## src/design/cfpr_pkg.sv

```systemverilog
`timescale 1ns / 1ps

package cfpr_pkg;

  localparam int unsigned MaxLenWidth = 9;
  localparam int unsigned CountWidth = 9;
  localparam int unsigned CrcWidth = 16;
  localparam int unsigned ClassWidth = 3;
  localparam int unsigned StatusWidth = 2;
  localparam int unsigned RecentDepth = 6;

  localparam logic [MaxLenWidth-1:0] MAX_LEN_RESET = 9'd260;
  localparam logic [CountWidth-1:0] MAX_TOTAL_LEN = 9'd260;
  localparam logic [CrcWidth-1:0] CRC_INIT = 16'hFFFF;
  localparam logic [CrcWidth-1:0] CRC_POLY = 16'h8408;
  localparam logic [7:0] START_BYTE = 8'h78;

  localparam logic [StatusWidth-1:0] ST_GOOD = 2'd0;
  localparam logic [StatusWidth-1:0] ST_BAD_CRC = 2'd1;
  localparam logic [StatusWidth-1:0] ST_BAD_LEN = 2'd2;
  localparam logic [StatusWidth-1:0] ST_BAD_HDR = 2'd3;

  localparam logic [ClassWidth-1:0] CLS_LOGIN = 3'd0;
  localparam logic [ClassWidth-1:0] CLS_POSITION = 3'd1;
  localparam logic [ClassWidth-1:0] CLS_STATUS = 3'd2;
  localparam logic [ClassWidth-1:0] CLS_CMD_REPLY = 3'd3;
  localparam logic [ClassWidth-1:0] CLS_COMMAND = 3'd4;
  localparam logic [ClassWidth-1:0] CLS_PHOTO = 3'd5;

  localparam logic [7:0] PROTO_LOGIN = 8'h01;
  localparam logic [7:0] PROTO_POSITION = 8'h12;
  localparam logic [7:0] PROTO_STATUS = 8'h13;
  localparam logic [7:0] PROTO_CMD_REPLY = 8'h15;
  localparam logic [7:0] PROTO_COMMAND = 8'h80;
  localparam logic [7:0] PROTO_PHOTO = 8'h20;

  localparam logic [1:0] REG_MAX_FRAME_LEN = 2'd0;

  typedef struct packed {
    logic [StatusWidth-1:0] status;
    logic [ClassWidth-1:0]  message_class;
    logic [7:0]             protocol_byte;
    logic [7:0]             length_byte;
    logic [15:0]            serial_number;
  } result_t;

  typedef struct packed {
    logic       known;
    logic [ClassWidth-1:0] cls;
  } class_lookup_t;

  function automatic logic [CrcWidth-1:0] crc_byte(input logic [CrcWidth-1:0] crc_in,
                                                   input logic [7:0] data);
    logic [CrcWidth-1:0] crc;
    crc = crc_in ^ {8'h00, data};
    for (int k = 0; k < 8; k++) begin
      if (crc[0]) begin
        crc = (crc >> 1) ^ CRC_POLY;
      end else begin
        crc = crc >> 1;
      end
    end
    return crc;
  endfunction

  function automatic class_lookup_t proto_class(input logic [7:0] proto);
    class_lookup_t r;
    r.known = 1'b1;
    r.cls = CLS_LOGIN;
    case (proto)
      PROTO_LOGIN:     r.cls = CLS_LOGIN;
      PROTO_POSITION:  r.cls = CLS_POSITION;
      PROTO_STATUS:    r.cls = CLS_STATUS;
      PROTO_CMD_REPLY: r.cls = CLS_CMD_REPLY;
      PROTO_COMMAND:   r.cls = CLS_COMMAND;
      PROTO_PHOTO:     r.cls = CLS_PHOTO;
      default:         r.known = 1'b0;
    endcase
    return r;
  endfunction

  function automatic logic [7:0] class_proto(input logic [ClassWidth-1:0] cls);
    logic [7:0] p;
    case (cls)
      CLS_LOGIN:     p = PROTO_LOGIN;
      CLS_POSITION:  p = PROTO_POSITION;
      CLS_STATUS:    p = PROTO_STATUS;
      CLS_CMD_REPLY: p = PROTO_CMD_REPLY;
      CLS_COMMAND:   p = PROTO_COMMAND;
      CLS_PHOTO:     p = PROTO_PHOTO;
      default:       p = 8'h00;
    endcase
    return p;
  endfunction

endpackage

```

## src/design/cfpr_regs.sv

```systemverilog
`timescale 1ns / 1ps

module cfpr_regs (
  input  logic                                clk,
  input  logic                                rst,
  input  logic                                psel,
  input  logic                                penable,
  input  logic                                pwrite,
  input  logic [2:0]                          paddr,
  input  logic [31:0]                         pwdata,
  output logic [31:0]                         prdata,
  output logic                                pready,
  output logic [cfpr_pkg::MaxLenWidth-1:0]    max_frame_len
);
  import cfpr_pkg::*;

  logic sel_max;

  assign pready = 1'b1;
  assign sel_max = (paddr[2] == REG_MAX_FRAME_LEN[0]);

  always_ff @(posedge clk) begin
    if (rst) begin
      max_frame_len <= MAX_LEN_RESET;
    end else if (psel && penable && pwrite && sel_max) begin
      max_frame_len <= pwdata[MaxLenWidth-1:0];
    end
  end

  always_comb begin
    prdata = 32'd0;
    if (sel_max) begin
      prdata = {{(32-MaxLenWidth){1'b0}}, max_frame_len};
    end
  end

endmodule

```

## src/design/cfpr_in_reg.sv

```systemverilog
`timescale 1ns / 1ps

module cfpr_in_reg (
  input  logic       clk,
  input  logic       rst,
  input  logic       in_valid,
  output logic       in_stall,
  input  logic [7:0] rx_byte,
  input  logic       take,
  output logic       held_valid,
  output logic [7:0] held_byte
);

  logic load;

  assign load = in_valid && (!held_valid || take);
  assign in_stall = held_valid && !take;

  always_ff @(posedge clk) begin
    if (rst) begin
      held_valid <= 1'b0;
    end else if (!held_valid || take) begin
      held_valid <= in_valid;
    end
  end

  always_ff @(posedge clk) begin
    if (load) begin
      held_byte <= rx_byte;
    end
  end

endmodule

```

## src/design/cfpr_parser.sv

```systemverilog
`timescale 1ns / 1ps

module cfpr_parser (
  input  logic                              clk,
  input  logic                              rst,
  input  logic                              held_valid,
  input  logic [7:0]                        held_byte,
  input  logic [cfpr_pkg::MaxLenWidth-1:0]  max_frame_len,
  output logic                              take,
  output logic                              res_valid,
  input  logic                              res_stall,
  output cfpr_pkg::result_t                 res
);
  import cfpr_pkg::*;

  logic [CountWidth-1:0] byte_count, byte_count_next;
  logic [CountWidth-1:0] frame_length, frame_length_next;
  logic [CrcWidth-1:0]   running_crc, running_crc_next;
  logic                  crc_active, crc_active_next;
  logic [ClassWidth-1:0] class_reg, class_reg_next;
  logic [7:0]            recent_bytes [RecentDepth];
  logic [7:0]            recent_next [RecentDepth];
  logic [CountWidth-1:0] cnt;
  logic                  emit;
  result_t               res_next;
  class_lookup_t         lookup;
  logic [15:0]           crc_field;

  assign take = held_valid && (!res_valid || !res_stall);
  assign cnt = byte_count + 9'd1;
  assign lookup = proto_class(held_byte);

  always_comb begin
    recent_next[0] = held_byte;
    for (int k = 1; k < RecentDepth; k++) begin
      recent_next[k] = recent_bytes[k-1];
    end
  end

  assign crc_field = {recent_next[3], recent_next[2]};

  always_comb begin
    byte_count_next = byte_count;
    frame_length_next = frame_length;
    running_crc_next = running_crc;
    crc_active_next = crc_active;
    class_reg_next = class_reg;
    emit = 1'b0;
    res_next.status = ST_GOOD;
    res_next.message_class = class_reg;
    res_next.protocol_byte = class_proto(class_reg);
    res_next.length_byte = 8'd0;
    res_next.serial_number = 16'd0;

    if (byte_count == '0) begin
      if (held_byte == START_BYTE) begin
        byte_count_next = 9'd1;
        frame_length_next = '0;
        running_crc_next = CRC_INIT;
        crc_active_next = 1'b1;
        class_reg_next = CLS_LOGIN;
      end
    end else begin
      byte_count_next = cnt;
      if (byte_count == 9'd2) begin
        frame_length_next = {1'b0, held_byte} + 9'd5;
      end
      if (byte_count >= 9'd2 && crc_active) begin
        running_crc_next = crc_byte(running_crc, held_byte);
        if ({1'b0, byte_count} + 10'd5 == {1'b0, frame_length_next}) begin
          crc_active_next = 1'b0;
        end
      end
      res_next.length_byte = frame_length_next[7:0] - 8'd5;

      if (cnt == 9'd4) begin
        if (recent_next[2] != START_BYTE || !lookup.known) begin
          emit = 1'b1;
          res_next.status = ST_BAD_HDR;
          res_next.message_class = CLS_LOGIN;
          res_next.protocol_byte = held_byte;
          res_next.length_byte = recent_next[1];
          byte_count_next = '0;
        end else begin
          class_reg_next = lookup.cls;
        end
      end else if (cnt == 9'd7) begin
        if (frame_length <= 9'd7 || frame_length > max_frame_len) begin
          emit = 1'b1;
          res_next.status = ST_BAD_LEN;
          byte_count_next = '0;
        end
      end else if (cnt > 9'd7 && cnt == frame_length) begin
        emit = 1'b1;
        res_next.status = (running_crc == ~crc_field) ? ST_GOOD : ST_BAD_CRC;
        res_next.serial_number = {recent_next[5], recent_next[4]};
        byte_count_next = '0;
      end
    end
  end

  always_ff @(posedge clk) begin
    if (rst) begin
      byte_count <= '0;
      frame_length <= '0;
      running_crc <= CRC_INIT;
      crc_active <= 1'b1;
      class_reg <= CLS_LOGIN;
      for (int k = 0; k < RecentDepth; k++) begin
        recent_bytes[k] <= 8'd0;
      end
    end else if (take) begin
      byte_count <= byte_count_next;
      frame_length <= frame_length_next;
      running_crc <= running_crc_next;
      crc_active <= crc_active_next;
      class_reg <= class_reg_next;
      for (int k = 0; k < RecentDepth; k++) begin
        recent_bytes[k] <= recent_next[k];
      end
    end
  end

  always_ff @(posedge clk) begin
    if (rst) begin
      res_valid <= 1'b0;
    end else if (take) begin
      res_valid <= emit;
    end else if (!res_stall) begin
      res_valid <= 1'b0;
    end
  end

  always_ff @(posedge clk) begin
    if (take && emit) begin
      res <= res_next;
    end
  end

  // Once the length has passed its check, the count stays within the frame.
  assert property (@(posedge clk) disable iff (rst)
    byte_count <= MAX_TOTAL_LEN)
    else $error("byte count beyond the longest frame");

  assert property (@(posedge clk) disable iff (rst)
    byte_count >= 9'd7 |-> (frame_length >= 9'd8 && frame_length <= MAX_TOTAL_LEN))
    else $error("frame length out of range past the length check");

  assert property (@(posedge clk) disable iff (rst)
    (byte_count >= 9'd7 && {1'b0, byte_count} + 10'd5 > {1'b0, frame_length})
      |-> !crc_active)
    else $error("checksum still running over the checksum field");

  assert property (@(posedge clk) disable iff (rst)
    (res_valid && (res.status == ST_BAD_HDR || res.status == ST_BAD_LEN))
      |-> res.serial_number == 16'd0)
    else $error("rejected frame reports a serial number");

  assert property (@(posedge clk) disable iff (rst)
    (take && emit) |=> (res_valid && byte_count == '0))
    else $error("result issued without returning to hunting");

endmodule

```

## src/design/crc16_framed_packet_receiver_unit.sv

```systemverilog
`timescale 1ns / 1ps
// Result path: the byte that completes or rejects a frame passes the input register, then the
// parser writes its result word into the result register. Throughput: one byte per cycle when
// no result is stalled; a stalled result holds one further byte in the input register.
// Reset (rst, synchronous): the receiver returns to hunting, the checksum restarts at all ones,
// no result is pending and max_frame_len returns to 260.
module crc16_framed_packet_receiver_unit (
  input  logic                                  clk,
  input  logic                                  rst,
  input  logic                                  in_valid,
  output logic                                  in_stall,
  input  logic [7:0]                            rx_byte,
  output logic                                  out_valid,
  input  logic                                  out_stall,
  output logic [cfpr_pkg::StatusWidth-1:0]      status,
  output logic [cfpr_pkg::ClassWidth-1:0]       message_class,
  output logic [7:0]                            protocol_byte,
  output logic [7:0]                            length_byte,
  output logic [15:0]                           serial_number,
  input  logic                                  psel,
  input  logic                                  penable,
  input  logic                                  pwrite,
  input  logic [2:0]                            paddr,
  input  logic [31:0]                           pwdata,
  output logic [31:0]                           prdata,
  output logic                                  pready
);
  import cfpr_pkg::*;

  logic [MaxLenWidth-1:0] max_frame_len;
  logic                   take;
  logic                   held_valid;
  logic [7:0]             held_byte;
  result_t                res;

  cfpr_regs u_regs (
    .clk           (clk),
    .rst           (rst),
    .psel          (psel),
    .penable       (penable),
    .pwrite        (pwrite),
    .paddr         (paddr),
    .pwdata        (pwdata),
    .prdata        (prdata),
    .pready        (pready),
    .max_frame_len (max_frame_len)
  );

  cfpr_in_reg u_in_reg (
    .clk        (clk),
    .rst        (rst),
    .in_valid   (in_valid),
    .in_stall   (in_stall),
    .rx_byte    (rx_byte),
    .take       (take),
    .held_valid (held_valid),
    .held_byte  (held_byte)
  );

  cfpr_parser u_parser (
    .clk           (clk),
    .rst           (rst),
    .held_valid    (held_valid),
    .held_byte     (held_byte),
    .max_frame_len (max_frame_len),
    .take          (take),
    .res_valid     (out_valid),
    .res_stall     (out_stall),
    .res           (res)
  );

  assign status = res.status;
  assign message_class = res.message_class;
  assign protocol_byte = res.protocol_byte;
  assign length_byte = res.length_byte;
  assign serial_number = res.serial_number;

endmodule
```

## config.mk

```make
export PLATFORM = sky130hd
export DESIGN_NAME = crc16_framed_packet_receiver_unit
export DESIGN_NICKNAME = d
export VERILOG_FILES = /design/src/design/cfpr_pkg.sv /design/src/design/cfpr_regs.sv /design/src/design/cfpr_in_reg.sv /design/src/design/cfpr_parser.sv /design/src/design/crc16_framed_packet_receiver_unit.sv
export SDC_FILE = /design/constraint.sdc
export NUM_CORES = 1
export LEC_CHECK = 0
export ABC_AREA = 1
export ABC_CLOCK_PERIOD_IN_PS = 5500
export BUFFER_PORTS_ARGS = -buffer_cell sky130_fd_sc_hd__buf_2
export CAP_MARGIN = 0
export CORE_UTILIZATION = 60
export DETAILED_ROUTE_END_ITERATION = 6
export PLACE_DENSITY = 0.9
export SLEW_MARGIN = 10
export SYNTH_ARGS = -nofsm -noshare
export SYNTH_HDL_FRONTEND = slang
export SYNTH_SLANG_ARGS = --single-unit
```

## constraint.sdc

```tcl
create_clock -name clk -period 5.5 [get_ports clk]
set_input_delay 1.1 -clock clk [delete_from_list [all_inputs] [get_ports clk]]
set_output_delay 1.1 -clock clk [all_outputs]
set_load 0.02 [all_outputs]
```

== After elaboration in Yosys (flattened, before gate mapping) ==
Memories as Yosys holds them, arrays and structs flattened.
Index checks and enable logic that the tools add are counted.
Widths: inputs -> output; s select.

* Bits in registers: 94
* Memory bits (writable): 48
* Input port bits: 50
* Output and inout port bits: 72
* Logic and storage cells: 170
* Memories: 1

* Add/sub/neg operators: 4
* Order comparisons: 4
* Eq/ne operators: 22
* Muxes and demuxes: 78
* Bitwise logic cells: 18
* Reduce and logical (&&, ||, !) cells: 29

{| class="wikitable"
|+ Memories
! memory !! words !! width !! rd ports !! clocked after Yosys merged registers in !! wr ports !! RTL line !! text
|-
| u_parser.recent_bytes || 6 || 8 || 5 || 0 || 6 || cfpr_parser.sv:21 || <nowiki>logic [7:0] recent_bytes [RecentDepth];</nowiki>
|}

{| class="wikitable"
|+ Operators with widths
! operator !! count
|-
| $mux 16 || 28
|-
| $mux 9 || 12
|-
| $mux 8 || 6
|-
| $pmux 8 s6 || 1
|-
| $mux 35 || 1
|-
| $eq 8x5->1 const B || 3
|-
| $not 2->3 || 8
|-
| $mux 21 || 1
|-
| $mux 1 || 19
|-
| $mux 19 || 1
|-
| $eq 9x3->1 const B || 2
|-
| $eq 16x16->1 || 1
|-
| $not 16->16 || 1
|-
| $xor 16x8->16 || 1
|-
| $pmux 3 s5 || 1
|-
| $mux 3 || 4
|-
| $add 9x3->10 const B || 1
|-
| $eq 10x9->1 || 1
|-
| $add 8x3->9 const B || 1
|-
| $add 9x1->9 const B || 1
|-
| $eq 9x2->1 const B || 1
|-
| $eq 9x9->1 || 1
|-
| $ge 9x2->1 const B || 1
|-
| $gt 9x3->1 const B || 1
|-
| 27 further kinds || 57
|}

== Longest topological paths before layout ==
Gate-level depths: netlist of run 1.

* Depth after elaboration: 33
* Mapped depth: 18
* Gate-level depth less buffers: 17

== By module ==
Synthesis of run 1 repeated with hierarchy kept, for this count alone.

* Cells, all modules: 947
* Area total of the unflattened synthesis: 7,699.9 um^2

{| class="wikitable"
|+ Modules (own cells, without submodules)
! module !! times used !! cells each !! area each (um^2) !! seq. area each (um^2)
|-
| cfpr_parser || 1 || 828 || 6,741.5 || 3,093.0
|-
| cfpr_regs || 1 || 104 || 671.9 || 180.2
|-
| cfpr_in_reg || 1 || 15 || 286.5 || 260.2
|}

== Least setup slack after synthesis of run 1 ==
No wires, ideal clock.

* Kind: reg-to-reg
* From: reg u_parser.byte_count[0]
* To: reg u_parser.res[0] (netlist name)
* Setup time: 0.392 ns
* Arrival: 2.739 ns
* Data required time: 5.108 ns
* Path slack: 2.369 ns
* Stages on the path, launching flop included: 14
* Path buffers: 1
* Period minus slack after synthesis: 3.131 ns
* Cell sequence: dfxtp_1 > buf_2 > inv_1 > ha_1 > or2_2 > a21oi_1 > nand3_1 > nor2_1 > nand2_1 > nor2_2 > nand3b_4 > nand2_1 > nand2_1 > inv_1

* Longest elaborated chain between the ends: 8
* Elaborated cells on any way between the ends: 12
* Classes of those cells: 1 x add/sub; 1 x order compare; 3 x eq/ne; 4 x mux; 3 x reduce/logical

{| class="wikitable"
|+ Ends and longest elaborated chain
! what !! RTL line !! text
|-
| start, declared || cfpr_parser.sv:16 || <nowiki>logic [CountWidth-1:0] byte_count, byte_count_next;</nowiki>
|-
| start signal, assigned || cfpr_parser.sv:113 || <nowiki>byte_count <= byte_count_next;</nowiki>
|-
| $add 9x1->9 || cfpr_parser.sv:30 || <nowiki>assign cnt = byte_count + 9'd1;</nowiki>
|-
| $gt 9x3->1 / $eq 9x9->1 (equally long branches) || cfpr_parser.sv:93 || <nowiki>end else if (cnt > 9'd7 && cnt == frame_length) begin</nowiki>
|-
| $logic_and 1x1->1 || cfpr_parser.sv:93 ||
|-
| $mux 1 || cfpr_parser.sv:93 ||
|-
| $mux 1 || cfpr_parser.sv:87 || <nowiki>end else if (cnt == 9'd7) begin</nowiki>
|-
| $mux 1 || cfpr_parser.sv:76 || <nowiki>if (cnt == 9'd4) begin</nowiki>
|-
| $mux 1 * || cfpr_parser.sv:55 || <nowiki>if (byte_count == '0) begin</nowiki>
|-
| $logic_and 1x1->1 * || cfpr_parser.sv:135 || <nowiki>if (take && emit) begin</nowiki>
|}

Mark *: on every way between the ends. The rest lies on a longest branch, timed or not.
A chain may end at the register's enable or synchronous reset.

== Worst setup path in the final report of run 1 ==
* From: reg u_parser.byte_count[0]
* To: reg u_parser.res[36] (netlist name)

* Longest elaborated chain between the ends: 8
* Elaborated cells on any way between the ends: 12
* Classes of those cells: 1 x add/sub; 1 x order compare; 3 x eq/ne; 4 x mux; 3 x reduce/logical

{| class="wikitable"
|+ Ends and longest elaborated chain
! what !! RTL line
|-
| $add 9x1->9 || cfpr_parser.sv:30
|-
| $gt 9x3->1 / $eq 9x9->1 (equally long branches) || cfpr_parser.sv:93
|-
| $logic_and 1x1->1 || cfpr_parser.sv:93
|-
| $mux 1 || cfpr_parser.sv:93
|-
| $mux 1 || cfpr_parser.sv:87
|-
| $mux 1 || cfpr_parser.sv:76
|-
| $mux 1 * || cfpr_parser.sv:55
|-
| $logic_and 1x1->1 * || cfpr_parser.sv:135
|}

Marks and branches as above.

==> results of run 1 <==
-- Yosys cell counts (2+ instances only) --
library cell	count
o21ai_1	5
nand3b_1	3
ha_1	18
inv_2	5
nor2_4	3
buf_4	29
nand2_1	171
inv_4	2
dfxtp_1	49
xnor2_1	16
buf_2	3
o211ai_1	12
conb_1	2
buf_6	5
a21oi_1	45
nor2_2	9
nor4_1	3
clkbuf_2	3
inv_1	120
o22ai_1	3
nand2_2	8
edfxtp_1	85
o221ai_1	2
nor2_1	112
or2_2	3
xor2_1	31
clkbuf_1	12
nand4_1	16
nand3_1	55
a21oi_2	2
nor3_1	5
o21ai_0	32
o21ai_2	3
-- worst max-delay path, cell delays in order, from the launching register on --
cell and delay, ns:
dfxtp_1 0.53, inv_1 0.17, ha_1 0.41, or2_2 0.30, a21oi_1 0.14, nand3_1 0.08
nor2_1 0.10, nand2_1 0.07, nor2_2 0.20, nand3b_4 0.27, nand2_1 0.15, nand2_1 0.09
inv_1 0.06, buf_4 0.39
-- per-layer routing --
metal  up-vias  track usage [%]
met2       325             47.9
li1       2962                -
met5         -                0
met4         0             14.6
met3        67             7.07
met1      2753             34.5
-- power by group --
part | internal [mW] | total [mW] | switching, mW | leakage [nW]
clock network | 0.717 | 1.17 | 0.453 | 0.283
registers | 1.09 | 1.11 | 0.0227 | 1.30
logic | 0.0392 | 0.135 | 0.0956 | 2.25
-- cells in the final DEF (no fill, tap or decap), types with 4 or more instances in the layout --
master and n:
o21ai_0 32, o211ai_1 12, nand2_2 8, inv_2 5, conb_1 24, buf_4 4, nor2_2 9, buf_2 72
clkbuf_16 17, xnor2_1 16, nor2_1 112, xor2_1 31, nand2_1 171, inv_1 120, ha_1 18, a21oi_1 45
edfxtp_1 85, nand3_1 55, nand4_1 16, dfxtp_1 49, o21ai_1 5, nor3_1 5, clkinvlp_4 4
-- cell families (layout without fill, tap and decap cells) --
family	count (synthesis)	count (layout)
simple gates	396	396
buf+inv	179	235
flops	134	134
compound gates	111	111
xor+xnor	47	47
fa+ha+maj	18	18
other cells	2	24
-- final timing paths --
path | start | to | slack [ns]
max | u_parser.byte_count[0] | u_parser.res[36] | 2.14
min | u_parser.crc_active | u_parser.crc_active | 0.47
max reg2reg | u_parser.byte_count[0] | u_parser.res[36] | 2.14
min reg2reg | u_parser.crc_active | u_parser.crc_active | 0.47
-- through the flow --
stage                     utilization [%]  instances  area, µm²  power (mW)
final                                69.2       1112       8310        2.42
after global routing                 69.2       1112       8310        2.48
after CTS                            69.2       1112       8310        2.42
after detailed placement             64.2       1080       7710        1.26
after global placement               64.2       1080       7710        1.26
after floorplan                         -        909       7480        1.24
-- final cells by class --
type	instances	area, µm²	area share (%)
clock inverter	14	175	2.11
timing repair buffer	76	390	4.70
inverter	127	482	5.79
tap	147	184	2.21
multi-input combinational	596	3120	37.5
clock buffer	18	429	5.16
sequential	134	3530	42.5
==> flow_summary_export.csv, run 1 <==
group,metric,value,unit
layout,regMostFlops,"u_parser.recent_bytes",
routing,wl_per_cell,15.6,µm
routing,ant_nets,0,
sta,report.final.slew_viol_count,0,
setup_path,r2r.worst_path.cells,13,
power,p_leak,3.83,nW
yosys,synth-seq-cells,134,
placed_design,dp_hpwl,12.4,mm
die,std_cell_rows,40,
yosys,yosysUniqueCellTypes,48,
routing,wl,17.3,mm
layout,post_route_cells_drive_above_1_share,15.3,%
layout,largest_reg_flops,40,
layout,nets,1020,
layout,diodes,0,
worst_hold_path,holdPathStages,2,
sta,skew,0.00822,ns
setup_path,crit_arrival,3.43,ns
layout,fillers,930,
setup_path,crit_fanout,37,
clocking,cts_tree,"built",
yosys,yosys.area.top_type_share,34.5,%
sta,fmax,298,MHz
die,die_area,0.0128,mm²
layout,syn2layout_area_growth,12.4,%
global_route,antenna_found_initial,0,
sta,setup_viol,0,
die,start_util,61.6,%
routing,vias,6107,
yosys,synth-edff-count,85,
yosys,yosys.area_share.simple,23.6,%
routing,routed.top_layer,"met4",
global_route,grt_pass1_wl,27.9,mm
yosys,synthMuxAreaShare,0,%
clocking,cts_sinks,134,
yosys,seq_area_frac_synth,47.8,%
die,core_area,0.0120,mm²
yosys,synth_top_cell_by_area,"edfxtp_1",
setup_path,critPathKind,"register to register",
clocking,ctsRootBufferMaster,"clkbuf_16",
power,p_per_area,291,mW/mm²
yosys,yosysWarnings,0,
placed_design,port-buffer-count,72,
power,peakVddDrop,137,µV
global_route,overflow,0,
layout,reg_top3,"u_parser.recent_bytes (40), u_parser.res (37), u_parser.running_crc (16)",
sta,relSlewSlack,30.8,%
yosys,synth_xor_area_share,5.57,%
clocking,cts_resized,0,
sta,fin_setup_tns,0,ns
sta,fin_ws,2.14,ns
die,dieWidth,113,µm
sta,final.min_clock_period,3.36,ns
setup_path,worstPathRequired,5.57,ns
yosys,synth_area,0.00740,mm²
routing,wl_met1,6.84,mm
sta,hold-worst-slack,0.470,ns
yosys,synth_top_family_by_area,"simple AND/OR/NAND/NOR gates",
clocking,numCtsBuffers,17,
placed_design,gp_congestion,0.962,
sta,rsz0062_at_grt,"false",
sta,finalHoldViolations,0,
die,ios,122,
setup_path,crit_path_end_kind,"register",
global_route,grt_pass1_vias,5656,
routing,viasPerCell,5.49,
run_status,status,"complete, no violations",
global_route,grt_max_degree,41,
routing,first_pass_iters,5,
yosys,async_flop_share,0,%
setup_path,setup.worst_path.start_class,"register",
yosys,ys.flop_type,"edfxtp_1",
yosys,synth.area.top_cells,"edfxtp_1 (35%), dfxtp_1 (13%), nand2_1 (8.7%)",
routing,route.detailed.drc,0,
clocking,postCtsHoldBufs,0,
yosys,netlist_instances,887,
clocking,htree_levels,4,
routing,drt_iter0_drc,545,
worst_hold_path,hold_path_class,"register to register",
clocking,clock_latency,0.43,ns
clocking,cts_buffer_depth,2,
die,chipHeight,113,µm
yosys,synth-compound-area-share,8.66,%
job,cap_violations,0,
global_route,track_usage,28.7,%
routing,wl_met2,8.37,mm
clocking,path_clk_slew,0.06,ns
routing,met3WireLength,1.43,mm
yosys,synth_fa_ha_area_share,3.05,%
placed_design,pre_cts_slack,2.02,ns
sta,tightest_slew,1.03,ns
sta,finalCritPeriodShare,61.1,%
clocking,post_cts_buffers,0,
yosys,avgSynthCellArea,8.34,µm²
No activity file was read; power rests on OpenSTA's default activity.
==> run 2, diff against run 1 <==
- ABC_CLOCK_PERIOD_IN_PS: 5500 -> 3200
- CORE_UTILIZATION: 60 -> 57
- PLACE_DENSITY: 0.9 -> 0.87
- clock period: 5.5 -> 3.2 ns (I/O delays scaled with it)
==> flow_summary_export.csv, run 2 (synthesis results as in run 1) <==
group,metric,value,unit
setup_path,setup.worst_path.start_class,"register",
power,p_leak,3.86,nW
worst_hold_path,hold_path_class,"primary input to register",
layout,register_area,0.00353,mm²
global_route,grt_pass1_wl,27.6,mm
layout,regMostFlops,"u_parser.recent_bytes",
die,dieWidth,116,µm
die,start_util,58.6,%
routing,drt_iter0_drc,456,
routing,first_pass_iters,5,
placed_design,place_inst,1110,
setup_path,crit_arrival,2.94,ns
global_route,antenna_found_initial,0,
setup_path,crit_path_end_kind,"register",
placed_design,gp_congestion,0.995,
sta,rsz0062_at_grt,"false",
clocking,ctsRootBufferMaster,"clkbuf_16",
clocking,cts_sinks,134,
sta,finalCritPeriodShare,88.3,%
clocking,cts_buffer_depth,2,
run_status,status,"complete, no violations",
layout,final_common_cell,"nand2_1",
setup_path,critPathKind,"register to register",
layout,fillers,1044,
placed_design,place_area,0.00780,mm²
clocking,post_cts_buffers,0,
sta,hold-worst-slack,0.393,ns
sta,report.final.slew_viol_count,0,
global_route,grt_pass1_vias,5696,
clocking,cts_tree,"built",
placed_design,dp_hpwl,12.5,mm
layout,postLayoutCellArea,0.00840,mm²
global_route,overflow,0,
die,die_area,0.0134,mm²
die,core_area,0.0126,mm²
layout,diodes,0,
routing,route.detailed.drc,0,
die,std_cell_rows,41,
layout,syn2layout_area_growth,13.6,%
sta,final.min_clock_period,2.82,ns
layout,final_cell_mix,"nand2_1 (171), inv_1 (120), nor2_1 (112), edfxtp_1 (85), buf_2 (72)",
placed_design,port-buffer-count,72,
clocking,htree_levels,4,
sta,skew,0.0109,ns
sta,setup_viol,0,
global_route,grt_max_degree,41,
layout,nets,1025,
setup_path,worstPathRequired,3.31,ns
clocking,clock_latency,0.43,ns
global_route,track_usage,27.5,%
layout,fin_cells,1142,
die,ios,122,
routing,wl,17.3,mm
routing,ant_nets,0,
job,cap_violations,0,
layout,reg_top3,"u_parser.recent_bytes (40), u_parser.res (37), u_parser.running_crc (16)",
setup_path,crit_fanout,37,
routing,wl_per_cell,15.1,µm
routing,vias,6008,
sta,fmax,354,MHz
clocking,cts_resized,0,
clocking,path_clk_slew,0.06,ns
clocking,postCtsHoldBufs,0,
layout,multi_input_area,0.00311,mm²
layout,largest_reg_flops,40,
sta,fin_setup_tns,0,ns
die,chipHeight,116,µm
power,p_per_area,493,mW/mm²
routing,viasPerCell,5.26,
clocking,numCtsBuffers,17,
sta,finalHoldViolations,0,
power,peakVddDrop,291,µV
layout,post_route_cells_drive_above_1_share,15.7,%
run 2: cell types whose count changed in the layout (fill, tap and decap cells not counted):
cell,change
buf_4,+3
clkinvlp_4,-1
nor4_1,+1
buf_12,+2
clkinv_4,+2
inv_8,-1
nor4_2,-1
run 2: path summary, 6_finish.rpt:
path | end | slack [ns] | from | cells past startpoint
worst max-delay path | u_parser.res[29] | 0.38 | u_parser.byte_count[1] | 13
worst min-delay path | u_in_reg.held_byte[6] | 0.39 | rx_byte[6] | 1
worst max register to register | u_parser.res[29] | 0.38 | u_parser.byte_count[1] | 13
worst min register to register | u_parser.crc_active | 0.48 | u_parser.crc_active | 2
run 2: stage by stage:
step	power, mW	util (%)	setup slack (ns)
2_1_floorplan	2.12	-	0.0693
3_3_place_gp	2.17	61.8	0.486
3_5_place_dp	2.17	61.8	0.450
4_1_cts	4.15	66.6	0.420
5_1_grt	4.25	66.6	0.164
6_report	4.14	66.6	0.375
run 2: area by class of cell:
class | count | share of cell area, %
multi-input combinational | 596 | 37.1
clock buffer | 18 | 5.11
timing repair buffer | 81 | 5.39
sequential | 134 | 42.1
clock inverter | 14 | 2.07
inverter | 127 | 5.73
tap | 172 | 2.56
run 2: critical path, stage by stage, from the launching register on:
cell	delay [ns]
dfxtp_1	0.50
inv_1	0.08
ha_1	0.36
or2_2	0.31
a21oi_1	0.13
nand3_1	0.08
nor2_1	0.09
nand2_1	0.07
nor2_2	0.22
nand3b_4	0.10
nand2_1	0.12
nand2_1	0.09
inv_1	0.10
buf_12	0.22
run 2: power breakdown:
part | internal, mW | total, mW | switching (mW)
Sequential | 1.88 | 1.91 | 0.0350
Combinational | 0.0701 | 0.232 | 0.162
Clock | 1.23 | 2.00 | 0.769
run 2: layer usage:
layer / GRT usage [%] / part of all wire (%) / up-vias
met5: 0 / 0 / -
met4: 16.0 / 4.2 / 0
met3: 6.33 / 7.8 / 60
met2: 46.2 / 49 / 292
met1: 32.3 / 39 / 2680
li1: - / - / 2976
